<file path="src/design/lta_pkg.sv">
`timescale 1ns / 1ps
// ----------------------------------------------------------------------------
// lta_pkg: shared definitions for the LED twinkle alpha block
// Field widths, ramp constants, reciprocals, register indexes and shared types.
// ----------------------------------------------------------------------------
package lta_pkg;

    // field widths
    localparam int IDX_W      = 10;
    localparam int TIME_W     = 32;
    localparam int COUNT_W    = 11;
    localparam int RATE_W     = 16;
    localparam int CHAN_W     = 8;
    localparam int CFG_IDX_W  = 3;
    localparam int CFG_DATA_W = 16;

    // cycle length: 60000 * 1024 < 2^26
    localparam int LEN_W      = 26;
    localparam int DIV_CNT_W  = $clog2(LEN_W);

    // one remainder stage per dividend bit
    localparam int MOD_STAGES = TIME_W;
    // accept to result strobe, in clock edges
    localparam int LATENCY    = MOD_STAGES + 6;

    localparam logic [TIME_W-1:0]  SPREAD_PRIME  = 32'd179426323;
    localparam logic [RATE_W-1:0]  MS_PER_MINUTE = 16'd60000;
    localparam logic [RATE_W-1:0]  DEFAULT_RATE  = 16'd300;
    localparam logic [COUNT_W-1:0] MAX_PIXELS    = 11'd1024;

    // ramp timing in ms
    localparam int BRIGHTEN_MS = 100;
    localparam int DIM_MS      = 1000;
    localparam int RAMP_END_MS = BRIGHTEN_MS + DIM_MS;
    localparam int RAMP_W      = 11;

    // ramp factor (phase or end - phase) is at most DIM_MS
    localparam int FACTOR_W    = 10;
    // factor * alpha <= 1000 * 255
    localparam int SCALED_W    = 18;
    // floor(x / D) == (x * ceil(2^28 / D)) >> 28 for every x below 2^18
    localparam int RECIP_W     = 22;
    localparam int RECIP_SHIFT = 28;
    localparam int WIDE_W      = SCALED_W + RECIP_W;
    localparam logic [RECIP_W-1:0] RECIP_RISE = 22'd2684355;
    localparam logic [RECIP_W-1:0] RECIP_FALL = 22'd268436;

    typedef enum logic [CFG_IDX_W-1:0] {
        CFG_PIXEL_COUNT = 3'd0,
        CFG_RATE        = 3'd1,
        CFG_COLOR_RED   = 3'd2,
        CFG_COLOR_GREEN = 3'd3,
        CFG_COLOR_BLUE  = 3'd4,
        CFG_COLOR_ALPHA = 3'd5
    } t_cfg_idx;

    typedef enum logic [1:0] {
        DIV_IDLE,
        DIV_LOAD,
        DIV_RUN
    } t_div_state;

    // sideband that rides along the remainder pipeline
    typedef struct packed {
        logic [IDX_W-1:0] idx;
        logic             on_strip;
    } t_tag;

endpackage

</file>
<file path="src/design/lta_mod_pipe.sv">
`timescale 1ns / 1ps
// ----------------------------------------------------------------------------
// lta_mod_pipe: pipelined remainder
// One restoring compare-subtract per stage, one dividend bit per stage.
// ----------------------------------------------------------------------------
module lta_mod_pipe (
    input  logic                       i_clk,
    input  logic                       i_rst_n,
    input  logic                       i_valid,
    input  lta_pkg::t_tag              i_tag,
    input  logic [lta_pkg::TIME_W-1:0] i_dividend,
    input  logic [lta_pkg::LEN_W-1:0]  i_len,
    output logic                       o_valid,
    output lta_pkg::t_tag              o_tag,
    output logic [lta_pkg::LEN_W-1:0]  o_phase
);
    import lta_pkg::*;

    logic              r_vld [MOD_STAGES];
    t_tag              r_tag [MOD_STAGES];
    logic [TIME_W-1:0] r_dvd [MOD_STAGES];
    logic [LEN_W-1:0]  r_rem [MOD_STAGES];

    for (genvar g = 0; g < MOD_STAGES; g++) begin : g_stage
        logic              vld_in;
        t_tag              tag_in;
        logic [TIME_W-1:0] dvd_in;
        logic [LEN_W-1:0]  rem_in;
        logic [LEN_W:0]    rem_sh;
        logic [LEN_W:0]    rem_diff;
        logic              take;

        if (g == 0) begin : g_first
            assign vld_in = i_valid;
            assign tag_in = i_tag;
            assign dvd_in = i_dividend;
            assign rem_in = '0;
        end else begin : g_next
            assign vld_in = r_vld[g-1];
            assign tag_in = r_tag[g-1];
            assign dvd_in = r_dvd[g-1];
            assign rem_in = r_rem[g-1];
        end

        // rem_in < len, so the shifted value stays below 2 * len
        assign rem_sh   = {rem_in, dvd_in[TIME_W-1]};
        assign take     = rem_sh >= {1'b0, i_len};
        assign rem_diff = rem_sh - {1'b0, i_len};

        always_ff @(posedge i_clk) begin
            if (!i_rst_n) begin
                r_vld[g] <= 1'b0;
            end else begin
                r_vld[g] <= vld_in;
            end
        end

        always_ff @(posedge i_clk) begin
            if (vld_in) begin
                r_tag[g] <= tag_in;
                r_dvd[g] <= {dvd_in[TIME_W-2:0], 1'b0};
                r_rem[g] <= take ? rem_diff[LEN_W-1:0] : rem_sh[LEN_W-1:0];
            end
        end
    end

    assign o_valid = r_vld[MOD_STAGES-1];
    assign o_tag   = r_tag[MOD_STAGES-1];
    assign o_phase = r_rem[MOD_STAGES-1];

    a_valid_through: assert property (@(posedge i_clk) disable iff (!i_rst_n)
        i_valid |-> ##MOD_STAGES o_valid)
        else $error("item lost in remainder pipeline");

    a_valid_origin: assert property (@(posedge i_clk) disable iff (!i_rst_n)
        o_valid |-> $past(i_valid, MOD_STAGES))
        else $error("remainder pipeline produced an item from nothing");

endmodule

</file>
<file path="config.mk">
export PLATFORM = sky130hd
export DESIGN_NAME = lta_mod_pipe
export DESIGN_NICKNAME = d
export VERILOG_FILES = /design/src/design/lta_pkg.sv /design/src/design/lta_mod_pipe.sv
export SDC_FILE = /design/constraint.sdc
export NUM_CORES = 2
export LEC_CHECK = 0
export BUFFER_PORTS_ARGS = -buffer_cell sky130_fd_sc_hd__buf_4
export CELL_PAD_IN_SITES_DETAIL_PLACEMENT = 0
export CELL_PAD_IN_SITES_GLOBAL_PLACEMENT = 2
export CORE_MARGIN = 2
export CORE_UTILIZATION = 40
export DETAILED_ROUTE_END_ITERATION = 6
export PLACE_DENSITY_LB_ADDON = 0.1
export RECOVER_POWER = 25
export REMOVE_ABC_BUFFERS = 1
export SYNTH_ARGS = -nofsm -noshare
export SYNTH_HDL_FRONTEND = slang
export SYNTH_SLANG_ARGS = --single-unit
</file>
<file path="constraint.sdc">
create_clock -name i_clk -period 4.8 [get_ports i_clk]
set_input_delay 0.24 -clock i_clk [delete_from_list [all_inputs] [get_ports i_clk]]
set_output_delay 0.24 -clock i_clk [all_outputs]
set_load 0.005 [all_outputs]
</file>
# After elaboration in Yosys (flattened, before gate mapping)
# Memory sizes are Yosys's and may differ from the RTL's.
# Index checks and enable logic that the tools add are counted.
totals:
  mem_bits_rw: 2208
  wordCells: 230
  in_bits: 72
  n_memories: 4
  output_inout_bits: 38
  reg_bits: 0
op_classes:
  bitwise_logic: 32
  n_addsub: 32
  muxes: 130
  n_lt_le_gt_ge: 32
memory_table:
  columns: ["memory", "words", "width", "read_ports", "rd_ports_with_merged_regs", "wr", "line", "rtl"]
  rows:
  - ["r_dvd", 32, 31, 31, 0, 32, "lta_mod_pipe.sv:21", "logic [TIME_W-1:0] r_dvd [MOD_STAGES];"]
  - ["r_rem", 32, 26, 32, 0, 32, "lta_mod_pipe.sv:22", "logic [LEN_W-1:0] r_rem [MOD_STAGES];"]
  - ["r_tag", 32, 11, 32, 0, 32, "lta_mod_pipe.sv:20", "t_tag r_tag [MOD_STAGES];"]
  - ["r_vld", 32, 1, 32, 0, 32, "lta_mod_pipe.sv:19", "logic r_vld [MOD_STAGES];"]
op_table:
  columns: ["op", "n"]
  rows:
  - ["$ge A27 B26 Y1", 31]
  - ["$mux W26", 32]
  - ["$sub A26 B26 Y26", 31]
  - ["$mux W1", 98]
  - ["$or A1 B1 Y1", 32]
  - ["$ge A1 B26 Y1", 1]
  - ["$sub A1 B26 Y26", 1]

# Depth between registers and ports, before layout
# An unclocked memory read counts as a cell.
depth:
  word_depth: 3
  mapped_depth: 15

# Worst setup path before layout
# OpenSTA, ideal clock, no wires.
synth_timing:
  path_kind: "input port to flip-flop"
  startpoint: "in i_len[1] in the netlist's numbering"
  endpoint: "mem r_rem[17][18], in the netlist r_rem[2][44], data pin"
  t_arrival_ns: 4.190
  setup_slack_ns: 0.350
  required_time_ns: 4.540
  cell_stages: 14
  n_path_buf: 2
  path_cell_list: "inv_1 clkbuf_1 ha_1 nor2b_1 o31a_1 nor3_1 o21ai_1 a21oi_1 o21bai_1 a21o_1 a221o_1 a211oi_4 buf_4 mux2_2"
synth_rtl:
  columns: ["element", "line", "rtl"]
  rows:
  - ["start: declaration", "lta_mod_pipe.sv:12", "input logic [lta_pkg::LEN_W-1:0] i_len,"]
  - ["end: declaration", "lta_mod_pipe.sv:22", null]

==> metrics.yaml <==
cpLargestDelayFamily: "compound AO/OA/AOI/OAI gates"
rows: 183
yosysUniqueCellTypes: 92
crit_start: "r_dvd[1][30]$_DFFE_PP_"
via_per_inst: 5.48
netlist.area_leader.share: 0.506
ctsLongestPathBuffers: 3
core-area_mm2: 0.248
internal_power_mw: 27.8
cts_tree: "done"
first_iter_violations: 4609
dp_cells: 11900
initial_utilization: 0.401
syn_area_per_cell_um2: 11.7
layout_setup_ws_ns: 0.599
grt_pass1_vias: 67400
endpoint_kind: "register"
io_buffers: 109
htree_levels: 4
syn_to_final_growth_pct: 13.3
async_flop_share: 0
period_needed_ns: 4.20
fin_nets: 9730
fin_skew_ns: 0.113
r2r_slack_ns: 0.60
crit_top_cell: "a31oi_1"
num_vias: 67500
die-area_mm2: 0.253
p_leak_nw: 42.8
syn_inst: 8516
report.final.slew_viol_count: 73
dp_hpwl_mm: 201
p_switching_mw: 9.08
antenna_found_initial: 5
clkSlewWorstSetupHoldPaths_ns: 0.06
insertion_delay_ns: 0.87
grt_setup_unrepaired: "no"
drc: 0
ant_nets: 0
violations: "capacitance limit, slew limit"
cellPowerDensity_mw_per_mm2: 327
seqPwrFrac: 0.450
worstSetupStartpointType: "register"
numCtsBuffers: 193
overflow: 0
min_period_over_period: 0.875
power_frac_comb: 0.124
setup_violations: 0
drv_cap: 2
die_h_um: 503
grt_max_degree: 64
track_usage: 0.214
crit_required_ns: 5.37
cts_root_buffer: "clkbuf_16"
slowest_stage: "edfxtp_1"
ys_ff_latch: 1712
wl_per_cell_um: 22.3
clkSinkCount: 1712
hold_violations: 0
worstHoldStart: "i_dividend[29]"
arrival_ns: 4.77
ys.flop_type: "edfxtp_1"
synth-seq-area-share: 0.513
layout_common_cells: "1680 x edfxtp_1, 808 x ha_1, 710 x a21oi_1"
timing.fmax_mhz: 238
place.gp.congestion: 0.872
status: "finished with violations"
ios: 110
layout_commonest_cell: "edfxtp_1"
place_ws_ns: 0.299
die_width_um: 503
vdd_drop_max_mv: 0.296
grt_pass1_wl_mm: 413
fin_cells: 12300
clkPwrFrac: 0.426
syn_area_mm2: 0.0996
path_buf_inv: 1
synth_edf_count: 1680
p_sw_frac: 0.246
r2r_start: "r_dvd[1][30]$_DFFE_PP_"
tightest_slew_ns: 2.21
synth_largest_area_cell: "edfxtp_1"
wl_mm: 274
maxSlewHeadroom: -0.476
critical_path_class: "register to register"
hold_class: "input pin to register"
critPathMaxFanout: 3
cpPeakStageDelay_ns: 0.63
ys_warn_count: 0
drive_gt1_frac: 0.127
crit_chain: "inv_1, ha_1, fa_1, nor2b_1, o2111ai_1, a21boi_0, o32ai_1, o311ai_0, a31oi_1, o211ai_1, a31oi_1, xnor2_1, mux2_2"
dr.pass1.iters: 5
synth_area_leaders: "edfxtp_1 51%, ha_1 10%, mux2_2 4.7%, a21oi_1 3.6%, xnor2_1 3.5%"
## layout make-up
cell class	count	area, um2
multi-input combinational	6345	46800
sequential	1712	51100
clock inverter	118	1780
fill	22800	135000
timing repair buffer	331	2950
clock buffer	241	5100
tap	3330	4170
antenna	1	2.50
inverter	236	917
## power groups by stage
stage	clock (mW)	combinational [mW]	sequential (mW)
final	15.7	4.57	16.6
after global routing	16.8	5.06	16.6
after CTS	16.2	4.59	16.6
after detailed placement	0	4.53	16.9
after global placement	0	4.52	16.9
after floorplan	0	3.18	16.9
## stage by stage
| step | total power, mW | utilization | hold slack [ns] | area [um2] | setup TNS, ns |
|---|---|---|---|---|---|
| 5_1_grt | 38.5 | 0.455 | 0.0450 | 113000 | 0 |
| 4_1_cts | 37.4 | 0.455 | 0.00720 | 113000 | 0 |
| 2_1_floorplan | 20.1 | - | 0.339 | 98700 | -40.06 |
| 3_5_place_dp | 21.4 | 0.425 | 0.405 | 106000 | 0 |
| 6_report | 36.9 | 0.455 | 0.105 | 113000 | 0 |
| 3_3_place_gp | 21.4 | 0.425 | 0.401 | 106000 | 0 |
## Yosys cell counts (83+ instances only)
cell and instances:
o21bai_1 83, xor2_1 263, nor2_1 508, nand2b_1 88, clkbuf_1 168, o21ai_0 547, a21oi_1 711, edfxtp_1 1680
and3_1 90, a21o_1 401, ha_1 808, nand4_1 132, nand2_1 541, nand3_1 135, nor2b_1 130, mux2_2 413
xnor2_1 401, o21a_1 119, inv_1 236, nor3_1 107
## cells by family after synthesis
logic type	after synthesis	share of synthesized area
AO/OA/AOI/OAI	2413	0.155
XOR/XNOR	664	0.0584
adder cells (fa/ha/maj)	839	0.108
buffers and inverters	459	0.0185
flip-flops	1712	0.513
multiplexers	474	0.0533
AND/OR/NAND/NOR	1955	0.0946
## sequential cells by signal (all words and copies together) (netlist names)
name   count
r_rem    832
r_dvd    496
r_tag    352
r_vld     32
## final timing paths
check                           cells after the start                     end
worst max-delay path                               13  r_rem[2][48]$_DFFE_PP_
worst min-delay path                                2  r_dvd[0][29]$_DFFE_PP_
worst min register to register                      0  r_dvd[0][92]$_DFFE_PP_
worst max register to register                     13  r_rem[2][48]$_DFFE_PP_
## timing repair
action | in CTS | in global routing
hold buffers | 48 | 0
endpoints found under the hold margin | 124 | 0
setup buffers | 0 | 0
setup endpoints to repair | 0 | 0
resized for setup | 0 | 0
## metal layers
| metal | vias to the layer above | track usage | wire [um] |
|---|---|---|---|
| li1 | 33200 | - | - |
| met1 | 32600 | 0.269 | 117000 |
| met2 | 1214 | 0.378 | 137000 |
| met3 | 431 | 0.0262 | 9520 |
| met4 | 2 | 0.0744 | 10100 |
| met5 | - | 0 | 11 |
No activity file was read; power rests on OpenSTA's default activity.
