File: src/design/lta_pkg.sv
`timescale 1ns / 1ps
// ----------------------------------------------------------------------------
// lta_pkg: shared definitions for the LED twinkle alpha block
// Field widths, ramp constants, reciprocals, register indexes and shared types.
// ----------------------------------------------------------------------------
package lta_pkg;

    // field widths
    localparam int IDX_W      = 10;
    localparam int TIME_W     = 32;
    localparam int COUNT_W    = 11;
    localparam int RATE_W     = 16;
    localparam int CHAN_W     = 8;
    localparam int CFG_IDX_W  = 3;
    localparam int CFG_DATA_W = 16;

    // cycle length: 60000 * 1024 < 2^26
    localparam int LEN_W      = 26;
    localparam int DIV_CNT_W  = $clog2(LEN_W);

    // one remainder stage per dividend bit
    localparam int MOD_STAGES = TIME_W;
    // accept to result strobe, in clock edges
    localparam int LATENCY    = MOD_STAGES + 6;

    localparam logic [TIME_W-1:0]  SPREAD_PRIME  = 32'd179426323;
    localparam logic [RATE_W-1:0]  MS_PER_MINUTE = 16'd60000;
    localparam logic [RATE_W-1:0]  DEFAULT_RATE  = 16'd300;
    localparam logic [COUNT_W-1:0] MAX_PIXELS    = 11'd1024;

    // ramp timing in ms
    localparam int BRIGHTEN_MS = 100;
    localparam int DIM_MS      = 1000;
    localparam int RAMP_END_MS = BRIGHTEN_MS + DIM_MS;
    localparam int RAMP_W      = 11;

    // ramp factor (phase or end - phase) is at most DIM_MS
    localparam int FACTOR_W    = 10;
    // factor * alpha <= 1000 * 255
    localparam int SCALED_W    = 18;
    // floor(x / D) == (x * ceil(2^28 / D)) >> 28 for every x below 2^18
    localparam int RECIP_W     = 22;
    localparam int RECIP_SHIFT = 28;
    localparam int WIDE_W      = SCALED_W + RECIP_W;
    localparam logic [RECIP_W-1:0] RECIP_RISE = 22'd2684355;
    localparam logic [RECIP_W-1:0] RECIP_FALL = 22'd268436;

    typedef enum logic [CFG_IDX_W-1:0] {
        CFG_PIXEL_COUNT = 3'd0,
        CFG_RATE        = 3'd1,
        CFG_COLOR_RED   = 3'd2,
        CFG_COLOR_GREEN = 3'd3,
        CFG_COLOR_BLUE  = 3'd4,
        CFG_COLOR_ALPHA = 3'd5
    } t_cfg_idx;

    typedef enum logic [1:0] {
        DIV_IDLE,
        DIV_LOAD,
        DIV_RUN
    } t_div_state;

    // sideband that rides along the remainder pipeline
    typedef struct packed {
        logic [IDX_W-1:0] idx;
        logic             on_strip;
    } t_tag;

endpackage

File: src/design/lta_len_div.sv
`timescale 1ns / 1ps
// ----------------------------------------------------------------------------
// lta_len_div: cycle length divider
// Bit-serial restoring division of 60000 * pixel count by the twinkle rate.
// ----------------------------------------------------------------------------
module lta_len_div (
    input  logic                        i_clk,
    input  logic                        i_rst_n,
    input  logic                        i_recalc,
    input  logic [lta_pkg::COUNT_W-1:0] i_pixel_count,
    input  logic [lta_pkg::RATE_W-1:0]  i_rate,
    output logic                        o_busy,
    output logic [lta_pkg::LEN_W-1:0]   o_cycle_len
);
    import lta_pkg::*;

    t_div_state           r_state, n_state;
    logic [LEN_W-1:0]     r_quo;      // dividend bits out, quotient bits in
    logic [RATE_W-1:0]    r_rem;
    logic [RATE_W-1:0]    r_den;
    logic [DIV_CNT_W-1:0] r_cnt;
    logic [LEN_W-1:0]     r_len;

    logic [RATE_W-1:0] rate_eff;
    logic [LEN_W-1:0]  num_load;
    logic [RATE_W:0]   rem_sh;
    logic [RATE_W:0]   rem_diff;
    logic              take;
    logic              last;
    logic [LEN_W-1:0]  quo_final;

    assign rate_eff  = (i_rate == '0) ? DEFAULT_RATE : i_rate;
    assign num_load  = LEN_W'(MS_PER_MINUTE) * LEN_W'(i_pixel_count);
    assign rem_sh    = {r_rem, r_quo[LEN_W-1]};
    assign take      = rem_sh >= {1'b0, r_den};
    assign rem_diff  = rem_sh - {1'b0, r_den};
    assign last      = r_cnt == DIV_CNT_W'(LEN_W - 1);
    assign quo_final = {r_quo[LEN_W-2:0], take};

    always_ff @(posedge i_clk) begin
        if (!i_rst_n) begin
            r_state <= DIV_LOAD;
        end else begin
            r_state <= n_state;
        end
    end

    // a fresh write restarts the division with the new values
    always_comb begin
        n_state = r_state;
        unique case (r_state)
            DIV_IDLE: begin
                if (i_recalc) n_state = DIV_LOAD;
            end
            DIV_LOAD: begin
                n_state = i_recalc ? DIV_LOAD : DIV_RUN;
            end
            DIV_RUN: begin
                if (i_recalc) begin
                    n_state = DIV_LOAD;
                end else if (last) begin
                    n_state = DIV_IDLE;
                end
            end
            default: n_state = DIV_LOAD;
        endcase
    end

    always_ff @(posedge i_clk) begin
        if (r_state == DIV_LOAD) begin
            r_quo <= num_load;
            r_den <= rate_eff;
            r_rem <= '0;
            r_cnt <= '0;
        end else if (r_state == DIV_RUN) begin
            r_quo <= quo_final;
            r_rem <= take ? rem_diff[RATE_W-1:0] : rem_sh[RATE_W-1:0];
            r_cnt <= r_cnt + 1'b1;
            if (last) begin
                r_len <= (quo_final == '0) ? LEN_W'(1) : quo_final;
            end
        end
    end

    assign o_busy      = r_state != DIV_IDLE;
    assign o_cycle_len = r_len;

    a_len_nonzero: assert property (@(posedge i_clk) disable iff (!i_rst_n)
        (r_state == DIV_IDLE) |-> (r_len != '0))
        else $error("cycle length zero while idle");

    a_rem_bound: assert property (@(posedge i_clk) disable iff (!i_rst_n)
        (r_state == DIV_RUN) |-> (r_rem < r_den && r_cnt < DIV_CNT_W'(LEN_W)))
        else $error("divider remainder or step count out of range");

endmodule

File: config.mk
export PLATFORM = sky130hd
export DESIGN_NAME = lta_len_div
export DESIGN_NICKNAME = d
export VERILOG_FILES = /design/src/design/lta_pkg.sv /design/src/design/lta_len_div.sv
export SDC_FILE = /design/constraint.sdc
export NUM_CORES = 1
export LEC_CHECK = 0
export BUFFER_PORTS_ARGS = -buffer_cell sky130_fd_sc_hd__buf_2
export CAP_MARGIN = 20
export CORE_ASPECT_RATIO = 0.7
export CORE_MARGIN = 10
export CORE_UTILIZATION = 50
export DETAILED_ROUTE_END_ITERATION = 8
export MAX_ROUTING_LAYER = met4
export PLACE_DENSITY = 0.79
export SYNTH_ARGS = -nofsm -noshare
export SYNTH_HDL_FRONTEND = slang
export SYNTH_SLANG_ARGS = --single-unit
File: constraint.sdc
create_clock -name i_clk -period 14 [get_ports i_clk]
set_clock_uncertainty 0.2 [all_clocks]
set_input_delay 2.1 -clock i_clk [delete_from_list [all_inputs] [get_ports i_clk]]
set_output_delay 2.1 -clock i_clk [all_outputs]
set_load 0.02 [all_outputs]
## Yosys cells after proc, flatten, opt, wreduce, memory -nomap -nowiden

Cells that the tools add are included.
Widths: inputs -> output; s select.

| cells by class | value |
|---|---|
| add/sub/neg operators | 2 |
| $mul | 1 |
| magnitude comparators | 1 |
| equality and inequality tests | 5 |
| multiplexer cells | 8 |
| bitwise logic cells | 1 |
| reduce and logical (&&, ||, !) cells | 7 |

Operators by type and width:

| operator | number |
|---|---|
| $mux 26 | 2 |
| $logic_not 26->1 | 1 |
| $mul 11x11->21 const A | 1 |
| $ge 17x16->1 | 1 |
| $logic_not 16->1 | 1 |
| $mux 16 | 1 |
| $sub 16x16->16 | 1 |
| $mux 2 | 4 |
| $pmux 2 s3 | 1 |
| $add 5x1->5 const B | 1 |
| $eq 5x5->1 const B | 1 |
| $reduce_bool 2->1 | 2 |
| $ne 3x3->1 const B | 1 |
| $reduce_and 3->1 | 1 |
| $eq 2x1->1 const B | 1 |
| $eq 2x2->1 const B | 1 |
| $logic_not 2->1 | 1 |
| $ne 2x2->1 const B | 1 |
| $reduce_and 2->1 | 1 |
| $not 1->1 | 1 |

| word-level totals | value |
|---|---|
| register bits after elaboration | 91 |
| bits of input ports | 30 |
| output and inout port bits | 27 |
| word-level logic and storage cells | 32 |

## Logic depth before layout (Yosys ltp)

Gate-level depths: netlist (run 1).

| depth | value |
|---|---|
| depth after elaboration | 4 |
| depth in mapped cells | 16 |
| gate-level depth less buffers | 16 |

## Least setup slack after synthesis (run 1)

Ideal clock, no wire load.

| timing | value |
|---|---|
| path type | input to register |
| start | input i_pixel_count[5] (netlist name) |
| end | register r_quo[25], data pin |
| library setup time | 0.257 ns |
| arrival time | 6.065 ns |
| required time | 13.543 ns |
| setup slack | 7.478 ns |
| stages | 15 |
| path buffers | 1 |
| cells stage by stage | fa_1 -> fa_1 -> fa_1 -> inv_1 -> fa_1 -> inv_1 -> ha_1 -> ha_1 -> clkbuf_2 -> a21oi_1 -> o21ai_0 -> a21oi_1 -> a21oi_2 -> or3b_1 -> a32o_1 |

| between the ends | value |
|---|---|
| cells in the longest elaborated chain, start to end | 2 |

RTL lines:

| what | RTL line | RTL |
|---|---|---|
| start, declared | lta_len_div.sv:10 | `input logic [lta_pkg::COUNT_W-1:0] i_pixel_count,` |
| $mul 11x11->21 | lta_len_div.sv:33 | `assign num_load = LEN_W'(MS_PER_MINUTE) * LEN_W'(i_pixel_count);` |
| $mux 26 | lta_len_div.sv:70 | `if (r_state == DIV_LOAD) begin` |
| end signal, assigned | lta_len_div.sv:71 | `r_quo <= num_load;` |
| end signal, assigned | lta_len_div.sv:76 | `r_quo <= quo_final;` |
| end, declared | lta_len_div.sv:18 | `logic [LEN_W-1:0] r_quo;` |

No other way between the ends.
A chain may end at the register's enable or synchronous reset.

## Final worst setup path (run 1)

| timing | value |
|---|---|
| start | input i_pixel_count[9] (netlist name) |
| end | register r_quo[22], data pin |

Same word-level chain as after synthesis.

==> summary.md, run 1 <==
| Metric | Value |
|---|---|
| Mapped Area | 7000 um^2 |
| Layout area overhead | 9.08% |
| Leak | 3.45 nW |
| # rows | 36 |
| Placer congestion estimate | between 0.9 and 1 |
| Met1 WL | 7.46 mm |
| Drt wl/cell | roughly 17 um |
| Grt total ovfl | 0 |
| CTS tree | yes |
| Final worst-path cycle share | a little under half |
| RSZ-0062 raised after global routing | false |
| Max Used Layer | met4 |
| Peak supply drop | 0.0000862 V |
| CTS Sinks | 91 |
| Die area | about 19,000 um^2 |
| Part of the Yosys area used for sequential elements | a little over a third |
| Hold WC Path Type | flip-flop to flip-flop |
| Vias in the first global route | roughly 4,900 |
| DR vias/cell | 5.58 |
| Post-CTS Setup Inserts | 0 |
| Met2 WL | just over 6 mm |
| Syn Nets | 849 |
| Share of the synthesized area in the top cell type | 27.0% |
| Util after Layout | 55.2% |
| Final HPWL DP | 11.8 mm |
| Fmax | between 100 and 150 MHz |
| Crit end category | flip-flop |
| Placed Cells incl. Taps | 885 |
| Power Dens Cells | between 150 and 200 nW/um^2 |
| Final setup violating endpoints | 0 |
| Root buf cell | clkbuf_16 |
| Cells after synthesis | 689 |
| Final Hold Viols | 0 |
| Clock latency on the worst-skew pair | between 0.3 and 0.4 ns |
| Worst setup path class | primary input to flip-flop |
| CP Launch Type | primary input |
| Htree depth | 3 |
| Initial antenna violation count | 0 |
| DR WL met3 | 1.20 mm |
| Post-route worst setup slack | between 7 and 8 ns |
| Commonest non-fill, non-tap cell in the layout | inv_1 |
| Routed WL | 15.0 mm |
| Slew HR | 37.5% |
| Worst hold margin | 0.289 ns |
| Ys flop type | edfxtp_1 |
| Run status | finished, final reports clean |
| Pre-CTS setup slack | between 6 and 7 ns |
| Clk buf depth | 2 |
| Hold_buf cts | 0 |
| Boundary pin count | 57 |
| First-pass detailed-route iteration total | 5 |
| Initial Util | 50.6% |
| Non-filler instance count after layout | 901 |
| Final Critical Period | ~6.7 ns |
| Ant diodes | 0 |
| Yosys reg bits | 91 |
| # port buffers | 56 |
| Detail Route Antenna Nets | 0 |
| Required @ worst endpoint | 13.90 ns |
| Worst-margin pin slew | 0.938 ns |
| Die height | 119 um |
| Slew Viols, Final | 0 |
| Share of cells above drive strength 1 | 12.9% |
| Async SR Flop Fraction | 0% |
| DRC | 0 |
| CTS clk-pin slew, worst paths | 0.07 ns |
| Synth cell types | 63 |
| Fillers | 1,190 |
| Average size of a mapped cell | between 10 and 15 um^2 |
| Initial drt markers | 466 |
| Die X | about 160 um |
| Largest area contributor in the netlist | edfxtp_1 |
| Core region area | ~14,000 um^2 |
| Total track usage | 16.3% |
| CP max FO | 7 |
| WP data arrival | 6.58 ns |
| EDFF count, synth | 63 |
| Reg2reg path depth | 8 |
| TNS Setup | 0 ns |
| Total of max-cap violations | 0 |
| Hold Path Depth | 0 |
| Largest net degree at the start of global routing | 35 |
| Via Count | 5,025 |
| Most frequent cells in the layout | 98 x inv_1, 91 x ha_1, 63 x edfxtp_1 |
| CTS buffer count | 9 |
| Synth warnings | 0 |
| PostCTS Resize Cnt | 0 |
| Nets | 866 |
| First-pass GRT wire length | 24.9 mm |
| Synth top area cells | edfxtp_1 27%, ha_1 16%, fa_1 11% |
[cell families (layout without fill, tap and decap cells)]
group                      after synthesis  in the layout  share of synthesized area (%)
DFF                                     91             91                           35.0
xor gates and xnor gates                30             30                           3.75
buffers and inverters                  152            174                           8.38
AOI/OAI and AO/OA                      137            137                           14.2
adders and majority gates              130            130                           27.3
muxes                                    6              6                          0.929
and+or+nand+nor                        143            143                           10.4
[sequential cells by signal (all words and copies together) (netlist names)]
signal	flops
r_quo	26
r_cnt	5
o_cycle_len	26
r_rem	16
r_state	2
r_den	16
[metal layers]
metal / up-vias / track usage [%]
li1: 2441 / -
met1: 2386 / 23.5
met2: 179 / 22.2
met3: 19 / 4.06
met4: 0 / 4.20
met5: - / -
[where the power goes]
part / internal (mW) / total, mW / switching [mW]
Combinational: 0.251 / 0.576 / 0.325
Clock: 0.127 / 0.242 / 0.115
Sequential: 0.360 / 0.394 / 0.0333
[critical path, cell delays in order]
cell and delay [ns]:
buf_2 0.19, inv_1 0.07, ha_1 0.33, fa_1 0.49
fa_1 0.54, inv_1 0.05, fa_1 0.53, inv_1 0.05
fa_1 0.53, inv_1 0.04, ha_1 0.31, inv_1 0.09
a211oi_1 0.33, o21ai_0 0.29, a211oi_1 0.32, xor2_1 0.12
a22o_1 0.20
[final timing paths]
path	startpoint	endpoint	slack (ns)
worst min register to register	r_quo[0]	o_cycle_len[1]	0.29
worst min-delay path	r_quo[0]	o_cycle_len[1]	0.29
worst max register to register	r_den[1]	r_rem[0]	10.90
worst max-delay path	i_pixel_count[9]	r_quo[22]	7.32
[metrics by stage]
stage / power, mW / instance area (um^2)
2_1_floorplan: 0.850 / 7000
3_3_place_gp: 0.948 / 7340
3_5_place_dp: 0.966 / 7340
4_1_cts: 1.21 / 7640
5_1_grt: 1.31 / 7640
6_report: 1.21 / 7640
[area by class of cell]
cell class	instances	area (um^2)	share of cell area, %
clock inverters	7	73.8	0.967
flip-flops and latches	91	2450	32.1
well taps	190	238	3.11
inverters	98	368	4.82
multi-input cells	446	3970	52.0
clock buffers	9	225	2.95
repair buffers	60	310	4.06
[synthesized netlist by cell type, drive strengths merged (9+ instances only)]
cell and n:
inv 98, ha 92, edfxtp 63, clkbuf 46, fa 38, a21oi 35, nand2 34, nor2 32
dfxtp 28, o21ai 22, nand3 20, a22o 17, xnor2 17, xor2 13, nor4 12, a21o 9
nand4 9
No activity file was read; power rests on OpenSTA's default activity.
==> inputs of run 2 (changes only) <==
--- a/config.mk
+++ b/config.mk
@@ -5,6 +5,7 @@
 export SDC_FILE = /design/constraint.sdc
 export NUM_CORES = 1
 export LEC_CHECK = 0
+export ABC_AREA = 1
 export BUFFER_PORTS_ARGS = -buffer_cell sky130_fd_sc_hd__buf_2
 export CAP_MARGIN = 20
 export CORE_ASPECT_RATIO = 0.7
==> constraint.sdc (replaced) <==
create_clock -name i_clk -period 6.5 [get_ports i_clk]
set_clock_uncertainty 0.2 [all_clocks]
set_input_delay 0.975 -clock i_clk [delete_from_list [all_inputs] [get_ports i_clk]]
set_output_delay 0.975 -clock i_clk [all_outputs]
set_load 0.02 [all_outputs]
==> run 2 against run 1 <==
Against the previous run:
- register-to-register slack worse by 7.1 ns
- first-iteration DRC count down 4.3%
- largest power group unchanged
- synthesized area up 6.0%
- via count up 14%
- total power up 130%
- flip-flop and latch count unchanged
- routed wire length up 15%
- highest routed layer unchanged
- design area up 6.0%
==> summary.md, run 2 <==
| Metric | Value |
|---|---|
| Synth cell types | 41 |
| Die height | 122 um |
| RR Startpoint | r_state[1] |
| Final worst-path cycle share | between 80% and 90% |
| Boundary pin count | 57 |
| Detail Route Antenna Nets | 0 |
| EDFF count, synth | 63 |
| Hold_buf cts | 0 |
| Cells after synthesis | 886 |
| Final HPWL DP | 13.8 mm |
| Share of the synthesized area in the top cell type | 25.5% |
| Peak supply drop | 0.000188 V |
| Clock power frac | between 20% and 30% |
| Pint | 1.58 mW |
| Slew HR | 35.6% |
| Average size of a mapped cell | 8.37 um^2 |
| Worst setup path class | primary input to flip-flop |
| Clock latency on the worst-skew pair | 0.35 ns |
| Final Hold Viols | 0 |
| Root buf cell | clkbuf_16 |
| CTS tree | yes |
| CTS buffer count | 9 |
| Hold WC Path Type | flip-flop to flip-flop |
| CP Launch Point | i_pixel_count[9] |
| Worst hold margin | about 0.24 ns |
| First-pass GRT wire length | 28.8 mm |
| Register-to-Register Setup Slack | 3.80 ns |
| Post-CTS Setup Inserts | 0 |
| Comb pwr share | 48.0% |
| Leak | 4.10 nW |
| Die area | 20,200 um^2 |
| Core region area | 14,600 um^2 |
| Part of the power in registers | 31.0% |
| Run status | finished, final reports clean |
| Largest area contributor in the netlist | edfxtp_1 |
| TNS Setup | 0 ns |
| Post-route worst setup slack | 1.28 ns |
| Synth top area cells | edfxtp_1 25%, ha_1 16%, fa_1 10% |
| Crit end category | flip-flop |
| Total track usage | around 18% |
| Non-filler instance count after layout | 1,109 |
| CTS clk-pin slew, worst paths | 0.06 ns |
| Hold_sp | r_quo[4] |
| Placer congestion estimate | 0.965 |
| Placed Cells incl. Taps | 1,093 |
| Die X | 166 um |
| DRC | 0 |
| Fillers | 1,365 |
| Synth warnings | 0 |
| Net Sw Frac | ~43% |
| CP Launch Type | primary input |
| Via Count | 5,737 |
| Layout area overhead | 9.07% |
| # port buffers | 56 |
| Initial Util | 50.7% |
| CTS Sinks | 91 |
| NetSw | 1.17 mW |
| Drt wl/cell | 15.6 um |
| CP max FO | 7 |
| Nets | 1,069 |
| First-pass detailed-route iteration total | 5 |
| Required @ worst endpoint | 6.40 ns |
| Syn Nets | 1,046 |
| Final setup violating endpoints | 0 |
| Htree depth | 3 |
| # rows | 37 |
| Yosys reg bits | 91 |
| Vias in the first global route | 5,578 |
| Ant diodes | 0 |
| Part of the Yosys area used for sequential elements | 33.1% |
| Commonest non-fill, non-tap cell in the layout | nand2_1 |
| Routed WL | about 17 mm |
| Grt total ovfl | 0 |
| Clk buf depth | 2 |
| Mapped Area | 7420 um^2 |
| Initial drt markers | roughly 450 |
| Most common cell in the synthesized netlist | nand2_1 |
| Share of cells above drive strength 1 | 12.3% |
| Most frequent cells in the layout | 199 x nand2_1, 163 x inv_1, 92 x ha_1 |
| PostCTS Resize Cnt | 0 |
| Ys flop type | edfxtp_1 |
| Async SR Flop Fraction | 0% |
| Fmax | 192 MHz |
| Initial antenna violation count | 0 |
| DR vias/cell | 5.17 |
| Total of max-cap violations | 0 |
| Largest net degree at the start of global routing | 34 |
| Worst-margin pin slew | 0.966 ns |
| Slew Viols, Final | 0 |
| Power Dens Cells | 340 nW/um^2 |
| Final Critical Period | between 5 and 6 ns |
| Post-synth top cells | 199 x nand2_1, 163 x inv_1, 92 x ha_1 |
| Pre-CTS setup slack | 0.996 ns |
| WP data arrival | just over 5 ns |
| RSZ-0062 raised after global routing | false |
[run 2: cell types whose count changed in the layout (fill, tap and decap cells not counted), sizes merged, moves of 11 or more]
cell,previous run,this run
nand3,20,49
nand3b,0,17
a22o,17,3
nor2,32,43
inv,103,170
nand2,34,217
xnor2,17,4
[run 2: critical path, stage by stage]
cell and delay, ns:
buf_2 0.20, inv_1 0.07, ha_1 0.33, fa_1 0.49, fa_1 0.55, inv_1 0.05
fa_1 0.53, inv_1 0.05, fa_1 0.52, inv_1 0.04, ha_1 0.36, a21oi_1 0.11
o21ai_0 0.36, nand3_1 0.18, nand3_1 0.13, nand2_1 0.06, nand3_1 0.07, nand2_1 0.05
[run 2: cell type report]
type	count	area (um^2)	area share, %
clock buffers	9	225	2.78
clock inverters	7	98.8	1.22
inverters	168	631	7.79
multi-input cells	579	4130	51.1
flip-flops and latches	91	2450	30.3
well taps	195	244	3.01
repair buffers	60	310	3.83
[run 2: metrics by stage]
step	util, %	power, mW	cell area, um^2
6_report	55.3	2.75	8090
5_1_grt	55.3	2.99	8090
4_1_cts	55.3	2.74	8090
3_5_place_dp	53.1	2.15	7770
3_3_place_gp	53.1	2.13	7770
2_1_floorplan	-	1.84	7420
[run 2: power by group through the flow]
stage	sequential (mW)	combinational (mW)	clock (mW)
2_1_floorplan	0.826	1.01	0
3_3_place_gp	0.855	1.28	0
3_5_place_dp	0.860	1.29	0
4_1_cts	0.850	1.30	0.583
5_1_grt	0.860	1.52	0.606
6_report	0.854	1.32	0.576
[run 2: cells by family (layout without fill, tap and decap cells)]
logic type / count (synthesis) / in the layout / synth area share (%)
XOR/XNOR: 11 / 11 / 1.30
AO/OA/AOI/OAI: 79 / 79 / 6.31
buffers and inverters: 216 / 244 / 11.3
adder cells (fa/ha/maj): 130 / 130 / 25.8
flip-flops: 91 / 91 / 33.1
AND/OR/NAND/NOR: 359 / 359 / 22.2
[run 2: worst paths after layout]
path / to / cells after the start
worst max-delay path: r_quo[22] / 18
worst min-delay path: o_cycle_len[5] / 0
worst max register to register: o_cycle_len[4] / 7
worst min register to register: o_cycle_len[5] / 0
[run 2: routing by layer]
metal	track usage, %	routed length [um]	vias up
met5	-	0	-
met4	3.26	99	0
met3	4.18	1250	8
met2	24.4	6780	200
met1	26.6	9160	2643
li1	-	-	2886
==> inputs of run 3 (changes only) <==
==> constraint.sdc (replaced) <==
create_clock -name i_clk -period 4.89 [get_ports i_clk]
set_clock_uncertainty 0.2 [all_clocks]
set_input_delay 0.7335 -clock i_clk [delete_from_list [all_inputs] [get_ports i_clk]]
set_output_delay 0.7335 -clock i_clk [all_outputs]
set_load 0.02 [all_outputs]
==> run 3 against run 2 <==
Against the previous run:
- non-clock buffer count grew 35
- flip-flop and latch count unchanged
- total power increased by 39%
- via count is 4.7% higher
- sequential power grew 32%
- worst setup slack got worse by 1.1 ns
- clock power up 15%
- cell count is 3.2% higher
- global-route usage is 0.23 points higher
==> summary.md, run 3 (same netlist as run 2, synthesis figures left out) <==
| Metric | Value |
|---|---|
| Run status | finished, final reports clean |
| CTS Sinks | just over 90 |
| Placed Cells incl. Taps | approximately 1,100 |
| CP max FO | 5 |
| Hold WC Path Type | flip-flop to flip-flop |
| Power Dens Cells | 461 nW/um^2 |
| Final Hold Viols | 0 |
| Clock latency on the worst-skew pair | approximately 0.34 ns |
| Slew Viols, Final | 0 |
| Htree depth | 3 |
| CTS tree | yes |
| NetSw | 1.63 mW |
| CP max-delay cell | fa_1 |
| DRC | 0 |
| Placer congestion estimate | 0.986 |
| Slew HR | between 30 and 40% |
| CP Launch Type | primary input |
| Required @ worst endpoint | 4.79 ns |
| Peak supply drop | ~0.00029 V |
| Die height | 122 um |
| Layout area overhead | 12.2% |
| CTS buffer count | 9 |
| Total track usage | 18.2% |
| # rows | 37 |
| Die area | slightly above 20,000 um^2 |
| WP data arrival | ~4.6 ns |
| First-pass detailed-route iteration total | 5 |
| Initial drt markers | 647 |
| Cell-by-cell trace of the critical path | buf_2 -> inv_1 -> ha_1 -> fa_1 -> fa_1 -> inv_1 -> fa_1 -> inv_1 -> fa_1 -> inv_1 -> ha_4 -> nand2_1 -> nor2_2 -> inv_1 -> nor2_1 -> nand3_1 -> nand3_1 -> nand2_1 -> nand3_1 -> nand2_1 |
| Total of max-cap violations | 0 |
| Hold Path Depth | 0 |
| Worst hold margin | ~0.25 ns |
| Reg2reg path depth | 7 |
| Core region area | approximately 15,000 um^2 |
| Crit-path leading delay family | adder cells |
| Commonest non-fill, non-tap cell in the layout | nand2_1 |
| Pint | 2.20 mW |
| Nets | 1,104 |
| Via Count | 6,006 |
| Ant diodes | 0 |
| Most frequent cells in the layout | 199 x nand2_1, 163 x inv_1, 91 x ha_1 |
| Leak | 4.25 nW |
| Die X | around 170 um |
| Final setup violating endpoints | 0 |
| Grt total ovfl | 0 |
| Part of the power in registers | 29.5% |
| Boundary pin count | 57 |
| Worst-margin pin slew | around 0.97 ns |
| DR vias/cell | 5.25 |
| Root buf cell | clkbuf_16 |
| TNS Setup | 0 ns |
| Worst setup path class | primary input to flip-flop |
| Fmax | roughly 210 MHz |
| Largest net degree at the start of global routing | 37 |
| Final HPWL DP | 14.4 mm |
| Total stage count of the critical path | 20 |
| Routed WL | 17.8 mm |
| Non-filler instance count after layout | 1,144 |
| First-pass GRT wire length | 29.2 mm |
| Cell mode on critical path | inv_1 |
| Clock power frac | about 17% |
| Final Critical Period | around 4.7 ns |
| Vias in the first global route | 5,715 |
| Crit end category | flip-flop |
| Final worst-path cycle share | a little over nine tenths |
| Drt wl/cell | 15.5 um |
| Initial antenna violation count | 0 |
| CTS clk-pin slew, worst paths | 0.07 ns |
| Detail Route Antenna Nets | 0 |
| Initial Util | about half |
| Net Sw Frac | 42.5% |
| CP max stage delay | approximately 0.55 ns |
| # port buffers | 56 |
| Clk buf depth | 2 |
| Comb pwr share | ~53% |
| Buf/Inv on CP | 6 |
| Share of cells above drive strength 1 | about 16% |
run 3: power groups by stage:
| stage | Clock (mW) | Combinational (mW) | Sequential (mW) |
|---|---|---|---|
| global route | 0.695 | 2.34 | 1.14 |
| global placement | 0 | 1.94 | 1.14 |
| CTS | 0.667 | 2.00 | 1.13 |
| detailed placement | 0 | 1.98 | 1.14 |
| floorplan | 0 | 1.34 | 1.10 |
| finish | 0.660 | 2.05 | 1.13 |
run 3: final cells by class:
type | count | area, um^2
Fill cell | 1316 | 6300
Multi-Input combinational cell | 579 | 4150
Timing Repair Buffer | 95 | 573
Inverter | 168 | 631
Clock inverter | 7 | 52.6
Sequential cell | 91 | 2450
Tap cell | 195 | 244
Clock buffer | 9 | 225
run 3: repair_timing:
| item | CTS | global route |
|---|---|---|
| resized for setup | 0 | 3 |
| hold buffers | 0 | 0 |
| setup endpoints to repair | 0 | 8 |
| buffers inserted | 0 | 0 |
run 3: path summary, 6_finish.rpt:
check | start | to | slack [ns]
worst min register to register | r_quo[10] | o_cycle_len[11] | 0.25
worst max register to register | r_den[14] | o_cycle_len[0] | 2.17
worst min-delay path | r_quo[10] | o_cycle_len[11] | 0.25
worst max-delay path | i_pixel_count[9] | r_quo[25] | 0.21
run 3: metal layers:
layer  up-vias  part of all wire (%)  routed length [um]  track usage [%]
met5         -                     0                   0                -
met4         0                   1.3                 229             4.25
met3        17                   7.6                1360             3.44
met2       244                    39                7000             25.0
met1      2791                    52                9180             26.8
li1       2954                     -                   -                -
run 3: through the flow:
step / setup WS [ns] / util, % / instance area [um^2] / total power [mW]
6_report: 0.207 / 56.9 / 8320 / 3.84
5_1_grt: -0.0188 / 56.9 / 8320 / 4.18
4_1_cts: 0.121 / 56.8 / 8310 / 3.79
3_5_place_dp: -0.276 / 54.9 / 8030 / 3.12
3_3_place_gp: -0.138 / 54.9 / 8030 / 3.08
2_1_floorplan: 0.144 / - / 7420 / 2.44
